$ cat src/design/rhkl_pkg.sv
// ----------------------------------------------------------------------------
// rhkl_pkg
// Shared types and constants for the Robin Hood key lock table.
// ----------------------------------------------------------------------------
package rhkl_pkg;

  localparam int TABLE_SLOTS_DEF = 1024;
  localparam int MARK_NUM        = 90;
  localparam int MARK_DEN        = 100;
  localparam int KEY_W           = 64;
  localparam int OWNER_W         = 32;
  localparam int CNT_W           = 32;

  typedef enum logic [2:0] {
    ST_GRANTED = 3'd0,
    ST_HELD    = 3'd1,
    ST_CONFLICT = 3'd2,
    ST_FULL    = 3'd3,
    ST_RELEASED = 3'd4,
    ST_IGNORED = 3'd5
  } lock_status_t;

  typedef enum logic [3:0] {
    S_CLEAR,
    S_IDLE,
    S_HOME,
    S_LK_RD,
    S_LK_EV,
    S_UL_RD,
    S_UL_EV,
    S_SH_RD,
    S_SH_EV,
    S_SH_WR,
    S_DONE
  } state_t;

  typedef struct packed {
    logic         capture;
    logic         start;
    logic         clr;
    logic         rd;
    logic         place;
    logic         swap;
    logic         advance;
    logic         grant;
    logic         conflict;
    logic         full;
    logic         free;
    logic         move;
    logic         shclr;
    logic         set_st;
    lock_status_t st;
  } cmd_t;

  typedef struct packed {
    logic clr_last;
    logic home_ready;
    logic op;
    logic busy;
    logic hash_eq;
    logic owner_eq;
    logic probe_lt_cp;
    logic almost;
    logic steps_over;
    logic steps_end;
    logic ul_break;
    logic probe_zero;
    logic probe_ge_plen;
    logic displaced;
  } flags_t;

endpackage

$ cat src/design/rhkl_ctrl.sv
// ----------------------------------------------------------------------------
// rhkl_ctrl
// Sequencer: runs the clearing pass after reset, then walks the probe, insert and back-shift steps one slot at a time.
// ----------------------------------------------------------------------------
module rhkl_ctrl (
  input  logic            clk,
  input  logic            rst,
  input  logic            in_valid,
  output logic            in_stall,
  output logic            out_valid,
  input  logic            out_stall,
  input  rhkl_pkg::flags_t flags,
  output rhkl_pkg::cmd_t  cmd
);
  import rhkl_pkg::*;

  state_t state, state_next;

  always_ff @(posedge clk) begin
    if (rst) begin
      state <= S_CLEAR;
    end else begin
      state <= state_next;
    end
  end

  always_comb begin
    state_next = state;
    unique case (state)
      S_CLEAR: if (flags.clr_last) state_next = S_IDLE;
      S_IDLE:  if (in_valid) state_next = S_HOME;
      S_HOME:  if (flags.home_ready) state_next = flags.op ? S_UL_RD : S_LK_RD;
      S_LK_RD: state_next = S_LK_EV;
      S_LK_EV: begin
        if (!flags.busy || flags.steps_over) begin
          state_next = S_DONE;
        end else if (!flags.displaced && flags.hash_eq) begin
          state_next = S_DONE;
        end else if (flags.probe_lt_cp && flags.almost) begin
          state_next = S_DONE;
        end else begin
          state_next = S_LK_RD;
        end
      end
      S_UL_RD: state_next = S_UL_EV;
      S_UL_EV: begin
        if (flags.steps_end || flags.ul_break) begin
          if (!flags.busy || !flags.hash_eq || !flags.owner_eq) state_next = S_DONE;
          else state_next = S_SH_RD;
        end else begin
          state_next = S_UL_RD;
        end
      end
      S_SH_RD: state_next = S_SH_EV;
      S_SH_EV: begin
        if (flags.steps_end || !flags.busy || flags.probe_zero) state_next = S_DONE;
        else if (flags.probe_ge_plen) state_next = S_SH_WR;
        else state_next = S_SH_RD;
      end
      S_SH_WR: state_next = S_SH_RD;
      S_DONE:  if (!out_stall) state_next = S_IDLE;
      default: state_next = S_IDLE;
    endcase
  end

  always_comb begin
    cmd = '0;
    cmd.st = ST_GRANTED;
    unique case (state)
      S_CLEAR: cmd.clr = 1'b1;
      S_IDLE:  cmd.capture = in_valid;
      S_HOME:  cmd.start = flags.home_ready;
      S_LK_RD, S_UL_RD, S_SH_RD: cmd.rd = 1'b1;
      S_LK_EV: begin
        if (!flags.busy) begin
          cmd.place  = 1'b1;
          cmd.grant  = 1'b1;
          cmd.set_st = 1'b1;
          cmd.st     = ST_GRANTED;
        end else if (flags.steps_over) begin
          cmd.full   = 1'b1;
          cmd.set_st = 1'b1;
          cmd.st     = ST_FULL;
        end else if (!flags.displaced && flags.hash_eq) begin
          cmd.set_st   = 1'b1;
          cmd.conflict = !flags.owner_eq;
          cmd.st       = flags.owner_eq ? ST_HELD : ST_CONFLICT;
        end else if (flags.probe_lt_cp && flags.almost) begin
          cmd.full   = 1'b1;
          cmd.set_st = 1'b1;
          cmd.st     = ST_FULL;
        end else begin
          cmd.swap    = flags.probe_lt_cp;
          cmd.advance = 1'b1;
        end
      end
      S_UL_EV: begin
        if (flags.steps_end || flags.ul_break) begin
          if (!flags.busy || !flags.hash_eq || !flags.owner_eq) begin
            cmd.set_st = 1'b1;
            cmd.st     = ST_IGNORED;
          end else begin
            cmd.free = 1'b1;
          end
        end else begin
          cmd.advance = 1'b1;
        end
      end
      S_SH_EV: begin
        if (flags.steps_end || !flags.busy || flags.probe_zero) begin
          cmd.set_st = 1'b1;
          cmd.st     = ST_RELEASED;
        end else if (flags.probe_ge_plen) begin
          cmd.move = 1'b1;
        end else begin
          cmd.advance = 1'b1;
        end
      end
      S_SH_WR: begin
        cmd.shclr   = 1'b1;
        cmd.advance = 1'b1;
      end
      S_DONE:  cmd = '0;
      default: cmd = '0;
    endcase
  end

  assign in_stall  = (state != S_IDLE);
  assign out_valid = (state == S_DONE);

endmodule

$ cat config.mk
export PLATFORM = sky130hd
export DESIGN_NAME = rhkl_ctrl
export DESIGN_NICKNAME = d
export VERILOG_FILES = /design/src/design/rhkl_pkg.sv /design/src/design/rhkl_ctrl.sv
export SDC_FILE = /design/constraint.sdc
export NUM_CORES = 1
export LEC_CHECK = 0
export ABC_AREA = 0
export ABC_CLOCK_PERIOD_IN_PS = 1300
export BUFFER_PORTS_ARGS = -buffer_cell sky130_fd_sc_hd__buf_2
export CAP_MARGIN = 20
export CORE_MARGIN = 4
export CORE_UTILIZATION = 40
export CTS_CLUSTER_DIAMETER = 60
export CTS_CLUSTER_SIZE = 10
export DETAILED_ROUTE_END_ITERATION = 10
export GPL_TIMING_DRIVEN = 0
export PLACE_DENSITY = 0.75
export SKIP_CTS_REPAIR_TIMING = 1
export SLEW_MARGIN = 0
export SYNTH_ARGS = -nofsm -noshare
export SYNTH_HDL_FRONTEND = slang
export SYNTH_SLANG_ARGS = --single-unit
export TNS_END_PERCENT = 20
$ cat constraint.sdc
create_clock -name clk -period 1.3 [get_ports clk]
set_input_delay 0.065 -clock clk [delete_from_list [all_inputs] [get_ports clk]]
set_output_delay 0.065 -clock clk [all_outputs]
set_load 0.1 [all_outputs]
# After elaboration in Yosys (flattened, before gate mapping)
# Index checks and enable logic that the tools add are counted.
# word_totals
reg_bits,4
input_bits,18
out_inout_bits,19
elab_cells,81
# classes
n_eq_ne,15
mux,50
reduce_logical,15
# ops
cell,count
$mux 4,18
$pmux 4 s11,1
$mux 1,20
$eq 4x3->1 const B,4
$mux 2,7
$eq 4x4->1 const B,3
$pmux 4 s3,1
$eq 4x2->1 const B,2
$ne 2x2->1 const B,4
$logic_or 1x1->1,6
$mux 3,2
$eq 4x1->1 const B,1
$logic_not 1->1,4
$logic_not 4->1,1
$ne 4x1->1 const B,1
$pmux 1 s4,1
$reduce_and 4->1,1
$reduce_or 3->1,1
$logic_and 1x1->1,2

# Depth between registers and ports, before layout
# Gate-level depths: netlist (run 1).
# logic_depth
word_depth,6
ltp_mapped,5
mapped_depth_nobuf,4

# Worst setup path before layout (run 1)
# Ideal clock, no wire load.
# synth_path
path_type,register to output
startpoint,reg state[1]
endpoint,out cmd[11] in the netlist's numbering
arrival_ns,3.687
required_ns,1.235
setup_slack_ns,-2.452
path_stages_with_launch,4
path_buffers,0
path_cell_list,dfxtp_1 > nor4b_4 > nand2_2 > nor4_1
# synth_rtl
element,line_no,text
start: declaration,rhkl_ctrl.sv:17,"state_t state, state_next;"
start signal: assignment,rhkl_ctrl.sv:23,state <= state_next;
end: declaration,rhkl_ctrl.sv:13,output rhkl_pkg::cmd_t cmd

==> out/qor.txt, run 1 <==
status - finished with violations
violated checks - negative setup slack
Top Ports - 37
Tmin final - 1.831 ns
vias in the first global route - 910
Synth async-reset ratio - 0%
Worst Max-Slew Pin Slew - 0.4477 ns
Total GRT Usage - 18.96%
chip width - 50.30 um
Die Ht - 50.30 um
critical-path maximum fanout - 5
mapped cell area - 715.7 um^2
Yosys reg bits - 4
max_slew headroom - 70.15%
NumNets Final - 157
global-route wire length before repair - 3.822 mm
initial antenna violation count - 0
VDD IR max - 0.0004628 V
I/O Buffers - 36
H-tree Lvls - 1
final setup vio count - 19
GRT overflow - 0
Distinct cells, synth - 45
DRC viols - 0
clk buf depth - 2
Setup Skew - 0.001213 ns
Skew-Pair Late Insertion Delay - 0.23 ns
HPWL after DPL - 1.870 mm
P_leak - 0.5553 nW
RSZ-0062 raised after global routing - true
Final Hold Vio Count - 0
Core Box Area - 0.001708 mm^2
layout cells sized above 1 - 61.31%
largest net degree at the start of global routing - 11
antenna cells - 0
Startpoint Class - flip-flop
Required @ worst endpoint - 1.24 ns
drt via density - 5.858
Largest regs - state (4)
fin crit share - 140.8%
Post-Syn Area per Cell - 7.534 um^2
syn nets - 113
top cells by count, synth - nand2_1, nor2_1, and3_1, dfxtp_1, nand3_1
max FFs per register - 4
Critical Path Sink Type - output pin
1st-iter DRT viols - 18
leading area contributor after synthesis - dfxtp_1
Worst EP arrival - 1.77 ns
initial core utilization - 41.90%
WL/cell - 16.67 um
TritonCTS clock tree - done
register area share after synthesis - 11.19%
GP Congestion - 0.9078
area grow syn2layout - 90.39%
Tot Pwr - 632.7 uW
YS warnings - 0
die area - 0.002530 mm^2
Post-synth EDFFs - 0
ys flop type - dfxtp_1
CP Class - flip-flop to output pin
ranking of synthesized cells by area - dfxtp_1, nor4b_4, a211oi_2
final instance area - 0.001363 mm^2
fillcell total - 117
Largest Register - state
Max Cap Viol - 0
worst setup margin - -0.5310 ns
num rows - 15
cell with the most instances after synthesis - nand2_1
Post-Syn Instances - 95
dpl cell area - 0.001015 mm^2
iteration count of the initial detailed-routing pass - 4
hold crit path type - input port to flip-flop
Routed Antenna Nets - 0
fmax - 546.1 MHz
clk slew on worst S/H paths - 0.04 ns
flop2flop setup slack - -0.17 ns
clk root buf - clkbuf_4
Pwr Density - 464.3 mW/mm^2
Max Slew Vio Count - 0
via count - 949
share of the synthesized area in the top cell type - 11.19%
cts bufs inserted - 3
routed wire length - 2.700 mm
Sink Count - 4
-- cells in the final DEF, fill, tap and decap left out, types with 2 or more instances in the layout --
cell type | Yosys | routed
clkbuf_4 | 0 | 4
nor2_1 | 7 | 4
or2_1 | 3 | 2
o21ai_0 | 2 | 2
buf_2 | 1 | 17
nand3_1 | 4 | 3
a21oi_1 | 3 | 3
nor4_4 | 0 | 2
inv_1 | 2 | 2
and3_4 | 0 | 4
a31oi_1 | 3 | 3
nor3b_2 | 1 | 2
dfxtp_4 | 0 | 3
nor2_2 | 1 | 2
o21ai_1 | 3 | 3
o31ai_1 | 3 | 2
nand3b_1 | 2 | 2
nand2_1 | 10 | 10
nor3_2 | 0 | 2
nand4_1 | 2 | 2
nor4b_4 | 2 | 2
buf_6 | 2 | 6
buf_12 | 0 | 13
buf_4 | 3 | 7
a211oi_2 | 3 | 3
nor2_4 | 0 | 2
-- area by class of cell --
cell class                 count  area, um^2  area share [%]
tap                           25       31.28           2.296
buffer                         6       56.30           4.132
inverter                       3       13.76           1.010
sequential                     4       92.59           6.795
multi-input combinational     82       714.4           52.43
clock buffer                   3       22.52           1.653
timing repair buffer          39       431.7           31.68
-- metal layers --
layer | GRT usage, % | wire length [um] | up-vias
met5 | 0 | 0 | -
met3 | 3.561 | 204 | 0
met1 | 21.90 | 1028 | 453
met2 | 35.65 | 1468 | 48
li1 | - | - | 448
met4 | 4.036 | 0 | 0
-- kinds of logic (layout without fill, tap and decap cells) --
logic type	after synthesis	count (layout)	share of synthesized area (%)
compound gates	27	27	30.60
buf+inv	9	51	8.565
flops	4	4	11.19
mux	1	1	1.399
simple gates	54	54	48.25
-- power by group --
part | switching, mW | internal [mW]
clock | 0.0525 | 0.103
sequential | 0.0152 | 0.126
combinational | 0.218 | 0.117
total | 0.286 | 0.347
-- path summary, 6_finish.rpt --
kind	startpoint	endpoint	cells past startpoint
worst max-delay path	state[3]$_SDFFE_PP0P_	cmd[0]	5
worst min register to register	state[0]$_SDFFE_PP0P_	state[1]$_SDFFE_PP0P_	3
worst min-delay path	rst	state[1]$_SDFFE_PP0P_	2
worst max register to register	state[3]$_SDFFE_PP0P_	state[0]$_SDFFE_PP0P_	5
-- critical path, stage by stage, from the launching register on --
cell and delay (ns):
dfxtp_4 0.36, nor4b_4 0.41, nand2_4 0.16, or2_4 0.30
o311ai_4 0.08, buf_12 0.21
-- per-stage QoR --
| stage | setup slack [ns] | hold slack [ns] | utilization, % | setup TNS [ns] | instances |
|---|---|---|---|---|---|
| floorplan | -0.6991 | 0.1223 | - | -8.609 | 95 |
| global placement | -0.5754 | 0.3229 | 59.41 | -4.705 | 156 |
| detailed placement | -0.6026 | 0.3256 | 59.41 | -5.042 | 156 |
| CTS | -0.8588 | 0.07545 | 60.73 | -9.924 | 159 |
| global route | -0.5985 | 0.08434 | 79.78 | -7.090 | 162 |
| finish | -0.5310 | 0.08562 | 79.78 | -5.609 | 162 |
(Power assumes the default switching activity.)
==> run 2, diff against run 1 <==
Settings changed: BUFFER_PORTS_ARGS -buffer_cell sky130_fd_sc_hd__buf_2 to not set, CAP_MARGIN 20 to 30, CELL_PAD_IN_SITES_DETAIL_PLACEMENT set to 0, CELL_PAD_IN_SITES_GLOBAL_PLACEMENT set to 1, CORE_UTILIZATION 40 to 37, DONT_BUFFER_PORTS set to 1, PLACE_DENSITY 0.75 to not set, PLACE_DENSITY_LB_ADDON set to 0.1.
==> run 2 against run 1 <==
The run still ends with negative setup slack left. Combinational power is 24% lower. Design area is 17% lower. Flip-flop and latch count stayed put. Clock-buffer cell count stayed put. Clock power is 3% higher. Sequential share of layout area is 1.4 points higher. Setup slack worse by 0.028 ns. Register-to-register slack worse by 0.06 ns. Wire length is 11% lower. Total power is 12% lower. Global-route usage is 1.9 points lower. Critical path type unchanged. Highest routed layer is now met4.
==> out/qor.txt, run 2 (synthesis results as in run 1) <==
CP Class - flip-flop to output pin
Pwr Density - 489.8 mW/mm^2
num rows - 15
Min-Delay Endpoint - state[2]$_SDFFE_PP0P_
Tot Pwr - 554.6 uW
violated checks - negative setup slack
antenna cells - 0
Tmin final - 1.859 ns
status - finished with violations
drt via density - 6.263
H-tree Lvls - 1
routed wire length - 2.402 mm
I/O Buffers - 0
Total GRT Usage - 17.01%
global-route wire length before repair - 3.560 mm
fin crit share - 143.0%
GRT overflow - 0
most frequent cells in the layout - nand2_1, nor2_1, buf_4
GR Util met1 - 22.30%
RSZ-0062 raised after global routing - true
Largest regs - state (4)
die area - 0.002702 mm^2
Worst Max-Slew Pin Slew - 1.042 ns
Setup Skew - 0.004425 ns
Top Ports - 37
chip width - 51.98 um
Startpoint Class - flip-flop
GRT met3 Usage - 7.163%
Hold Path Cell Cnt - 2
initial core utilization - 40.14%
Core Box Area - 0.001783 mm^2
1st-iter DRT viols - 15
Routed Antenna Nets - 0
flop2flop setup slack - -0.23 ns
vias in the first global route - 783
Post-Layout Cell Count - 133
dpl cell area - 928.4 um^2
worst setup margin - -0.5590 ns
iteration count of the initial detailed-routing pass - 4
commonest non-fill, non-tap cell in the layout - nand2_1
clk root buf - clkbuf_4
cts bufs inserted - 3
initial antenna violation count - 0
WL/cell - 18.06 um
Max Cap Viol - 0
TritonCTS clock tree - done
hold crit path type - input port to flip-flop
dpl ws - -0.7170 ns
fmax - 537.9 MHz
P_leak - 0.3962 nW
Final Hold Vio Count - 0
NumNets Final - 128
Skew-Pair Late Insertion Delay - 0.24 ns
max FFs per register - 4
DRC viols - 0
final setup vio count - 23
area grow syn2layout - 58.22%
VDD IR max - 0.0003146 V
fillcell total - 161
max_slew headroom - 30.49%
clk slew on worst S/H paths - 0.04 ns
Critical Path Sink Type - output pin
GR Util met2 - 26.78%
Most Used Layer, Global Route - met2
hold path start - rst
Worst Reg2Reg Path Length in Cells - 5
RR Startpoint - state[3]$_SDFFE_PP0P_
placed insts - 125
clk buf depth - 2
Worst EP arrival - 1.79 ns
via count - 833
final instance area - 0.001132 mm^2
layout cells sized above 1 - 55.56%
Required @ worst endpoint - 1.24 ns
Sink Count - 4
fin util - 63.51%
Die Ht - 51.98 um
Largest Register - state
largest net degree at the start of global routing - 11
RR Endpoint - state[0]$_SDFFE_PP0P_
critical-path maximum fanout - 5
HPWL after DPL - 1.747 mm
Max Slew Vio Count - 0
GP Congestion - 0.7996
## run 2: changes by cell type in the layout (fill, tap and decap cells not counted), sizes merged
cell and change:
clkbuf -1, clkinvlp +1, buf -29, inv -1, dlygate4sd3 +1
## run 2: how the worst max path moves through the flow
| stage | start | endpoint | slack (ns) | depth (start not counted) |
|---|---|---|---|---|
| finish | state[3]$_SDFFE_PP0P_ | cmd[7] | -0.56 | 4 |
| global route | state[2]$_SDFFE_PP0P_ | cmd[11] | -0.62 | 5 |
| CTS | state[1]$_SDFFE_PP0P_ | cmd[12] | -0.97 | 3 |
| detailed placement | state[3]$_SDFFE_PP0P_ | cmd[12] | -0.72 | 3 |
| global placement | state[0]$_SDFFE_PP0P_ | cmd[8] | -0.82 | 3 |
| floorplan | state[1]$_SDFFE_PP0P_ | cmd[11] | -0.70 | 3 |
## run 2: critical path, stage by stage (launching register included)
cell and delay [ns]:
dfxtp_2 0.35, nor4b_4 0.42, nand2_4 0.14, or2_4 0.30
clkinvlp_4 0.34
## run 2: cell type report
class	instances	area, um^2	area share (%)
clock buffers	3	22.52	1.989
multi-input cells	82	764.5	67.51
well taps	25	31.28	2.762
plain buffers	6	76.32	6.740
flip-flops and latches	4	92.59	8.177
inverters	3	15.01	1.326
repair buffers	10	130.1	11.49
## run 2: power breakdown
part           switching, mW  internal (mW)
sequential            0.0154          0.127
combinational          0.186         0.0666
clock                 0.0560          0.104
total                  0.258          0.297
## run 2: metal layers
layer / part of all wire [%] / wire length, um
met5: 0 / 0
met4: 0.17 / 4
met3: 7.3 / 176
met2: 51 / 1225
met1: 41 / 996
## run 2: through the flow
step	setup TNS, ns	hold WS, ns
3_5_place_dp	-7.970	0.1304
4_1_cts	-12.82	-0.1149
5_1_grt	-8.941	0.01262
3_3_place_gp	-11.21	0.1257
6_report	-7.569	0.001069
2_1_floorplan	-8.609	0.1223
==> run 3, diff against run 2 <==
Settings changed: TNS_END_PERCENT 20 to not set.
==> run 3 against run 2 <==
The run still ends with negative setup slack left. Design area up 4.8%. Total power up 5.9%. Global-route usage up 1.6 points. Wire length up 1.9%. Core utilization up 3.0 points. First-iteration DRC count down 13%. Worst hold slack better by 0.029 ns. Die area unchanged. Non-clock buffer count up 1. Sequential share of layout area down 0.37 points. Critical path type unchanged.
==> out/qor.txt, run 3 (synthesis results as in run 1) <==
Sink Count - 4
initial core utilization - 40.14%
Largest regs - state (4)
routed wire length - 2.447 mm
violated checks - negative setup slack
RSZ-0062 raised after global routing - true
die area - 0.002702 mm^2
Tmin final - 1.840 ns
Top Ports - 37
Routed Antenna Nets - 0
Max Slew Vio Count - 0
final setup vio count - 21
Worst Max-Slew Pin Slew - 1.038 ns
antenna cells - 0
hold path start - rst
GP Congestion - 0.7844
Pwr Density - 495.0 mW/mm^2
RR Endpoint - state[0]$_SDFFE_PP0P_
cts bufs inserted - 3
WL/cell - 18.26 um
clk slew on worst S/H paths - 0.05 ns
GRT overflow - 0
via count - 814
VDD IR max - 0.0004064 V
num rows - 15
vias in the first global route - 794
P_sw - 270.6 uW
drt via density - 6.075
Min-Delay Endpoint - state[2]$_SDFFE_PP0P_
worst setup margin - -0.5402 ns
Internal - 316.6 uW
1st-iter DRT viols - 13
DRC viols - 0
Required @ worst endpoint - 1.24 ns
clock share of power - 27.5%
Total GRT Usage - 18.57%
Skew-Pair Late Insertion Delay - 0.24 ns
crit path cell chain - nor4b_4 -> buf_4 -> and2b_4 -> buf_12
clk buf depth - 2
CP peak stage delay - 0.39 ns
largest net degree at the start of global routing - 11
HPWL after DPL - 1.763 mm
Core Box Area - 0.001783 mm^2
dpl ws - -0.4846 ns
Die Ht - 51.98 um
Net Sw Frac - 46.08%
fmax - 543.4 MHz
Sequential Power Share - 24.4%
Largest Register - state
area grow syn2layout - 65.73%
status - finished with violations
iteration count of the initial detailed-routing pass - 4
NumNets Final - 129
max FFs per register - 4
Final Hold Vio Count - 0
commonest non-fill, non-tap cell in the layout - nand2_1
clk root buf - clkbuf_4
RR Startpoint - state[3]$_SDFFE_PP0P_
placed insts - 124
fin crit share - 141.6%
critical path's slowest cell - nor4b_4
P_leak - 0.4045 nW
hold crit path type - input port to flip-flop
H-tree Lvls - 1
critical-path maximum fanout - 5
Max Cap Viol - 0
layout cells sized above 1 - 56.88%
Gate power share - 48.1%
most frequent cells in the layout - nand2_1, buf_6, buf_4
Post-Layout Cell Count - 134
Worst EP arrival - 1.78 ns
global-route wire length before repair - 3.760 mm
CP Class - flip-flop to output pin
Worst Reg2Reg Path Length in Cells - 4
flop2flop setup slack - -0.11 ns
TritonCTS clock tree - done
Startpoint Class - flip-flop
Setup Skew - 0.01253 ns
chip width - 51.98 um
initial antenna violation count - 0
I/O Buffers - 0
Critical Path Sink Type - output pin
max_slew headroom - 30.73%
Hold Path Cell Cnt - 2
==> run 3: changes by cell type in the layout (fill, tap and decap cells not counted), moves of 2 or more <==
cell,previous run,this run
nor2_4,1,3
nand2_8,0,3
nand2_4,3,1
buf_6,3,5
==> run 3: worst max-delay path by stage <==
stage / from / endpoint / slack (ns) / depth (start not counted)
6_report: state[3]$_SDFFE_PP0P_ / cmd[12] / -0.54 / 4
5_1_grt: state[2]$_SDFFE_PP0P_ / cmd[12] / -0.61 / 4
4_1_cts: state[2]$_SDFFE_PP0P_ / cmd[7] / -0.74 / 4
3_5_place_dp: state[2]$_SDFFE_PP0P_ / cmd[7] / -0.48 / 4
3_3_place_gp: state[2]$_SDFFE_PP0P_ / cmd[8] / -0.84 / 3
2_1_floorplan: state[1]$_SDFFE_PP0P_ / cmd[11] / -0.70 / 3
==> run 3: area by class of cell <==
cell class / instances / area [um^2]
Inverter: 3 / 17.52
Timing Repair Buffer: 11 / 128.9
Tap cell: 25 / 31.28
Multi-Input combinational cell: 82 / 813.3
Clock buffer: 3 / 22.52
Sequential cell: 4 / 92.59
Fill cell: 154 / 596.8
Buffer: 6 / 80.08
==> run 3: metal layers <==
layer / global-route usage [%] / share of wire (%)
met1: 24.40 / 45
met2: 27.82 / 48
met3: 7.736 / 6.3
met4: 4.367 / 0.90
met5: 0 / 0
==> run 3: power groups by stage <==
stage	registers, mW	logic, mW	clock network [mW]
after CTS	0.144	0.246	0.163
after global placement	0.146	0.244	0
after detailed placement	0.146	0.245	0
final	0.143	0.283	0.161
after floorplan	0.143	0.225	0
after global routing	0.143	0.296	0.187
==> run 3: metrics by stage <==
stage | util (%) | instance area (um^2) | total power, mW | setup TNS (ns) | hold WS, ns
2_1_floorplan | - | 903.4 | 0.3674 | -4.183 | 0.1223
3_3_place_gp | 52.42 | 934.6 | 0.3906 | -6.047 | 0.1270
3_5_place_dp | 55.79 | 994.7 | 0.3911 | -4.402 | 0.1266
4_1_cts | 57.05 | 1017 | 0.5524 | -9.225 | -0.1294
5_1_grt | 66.53 | 1186 | 0.6265 | -8.386 | 0.01552
6_report | 66.53 | 1186 | 0.5871 | -6.937 | 0.03040
==> run 3: worst max-delay path: cells and delay by family (launching register included) <==
kind	cells	cell delay, ns
and+or+nand+nor	2	0.77
DFF	1	0.35
buffers and inverters	2	0.41
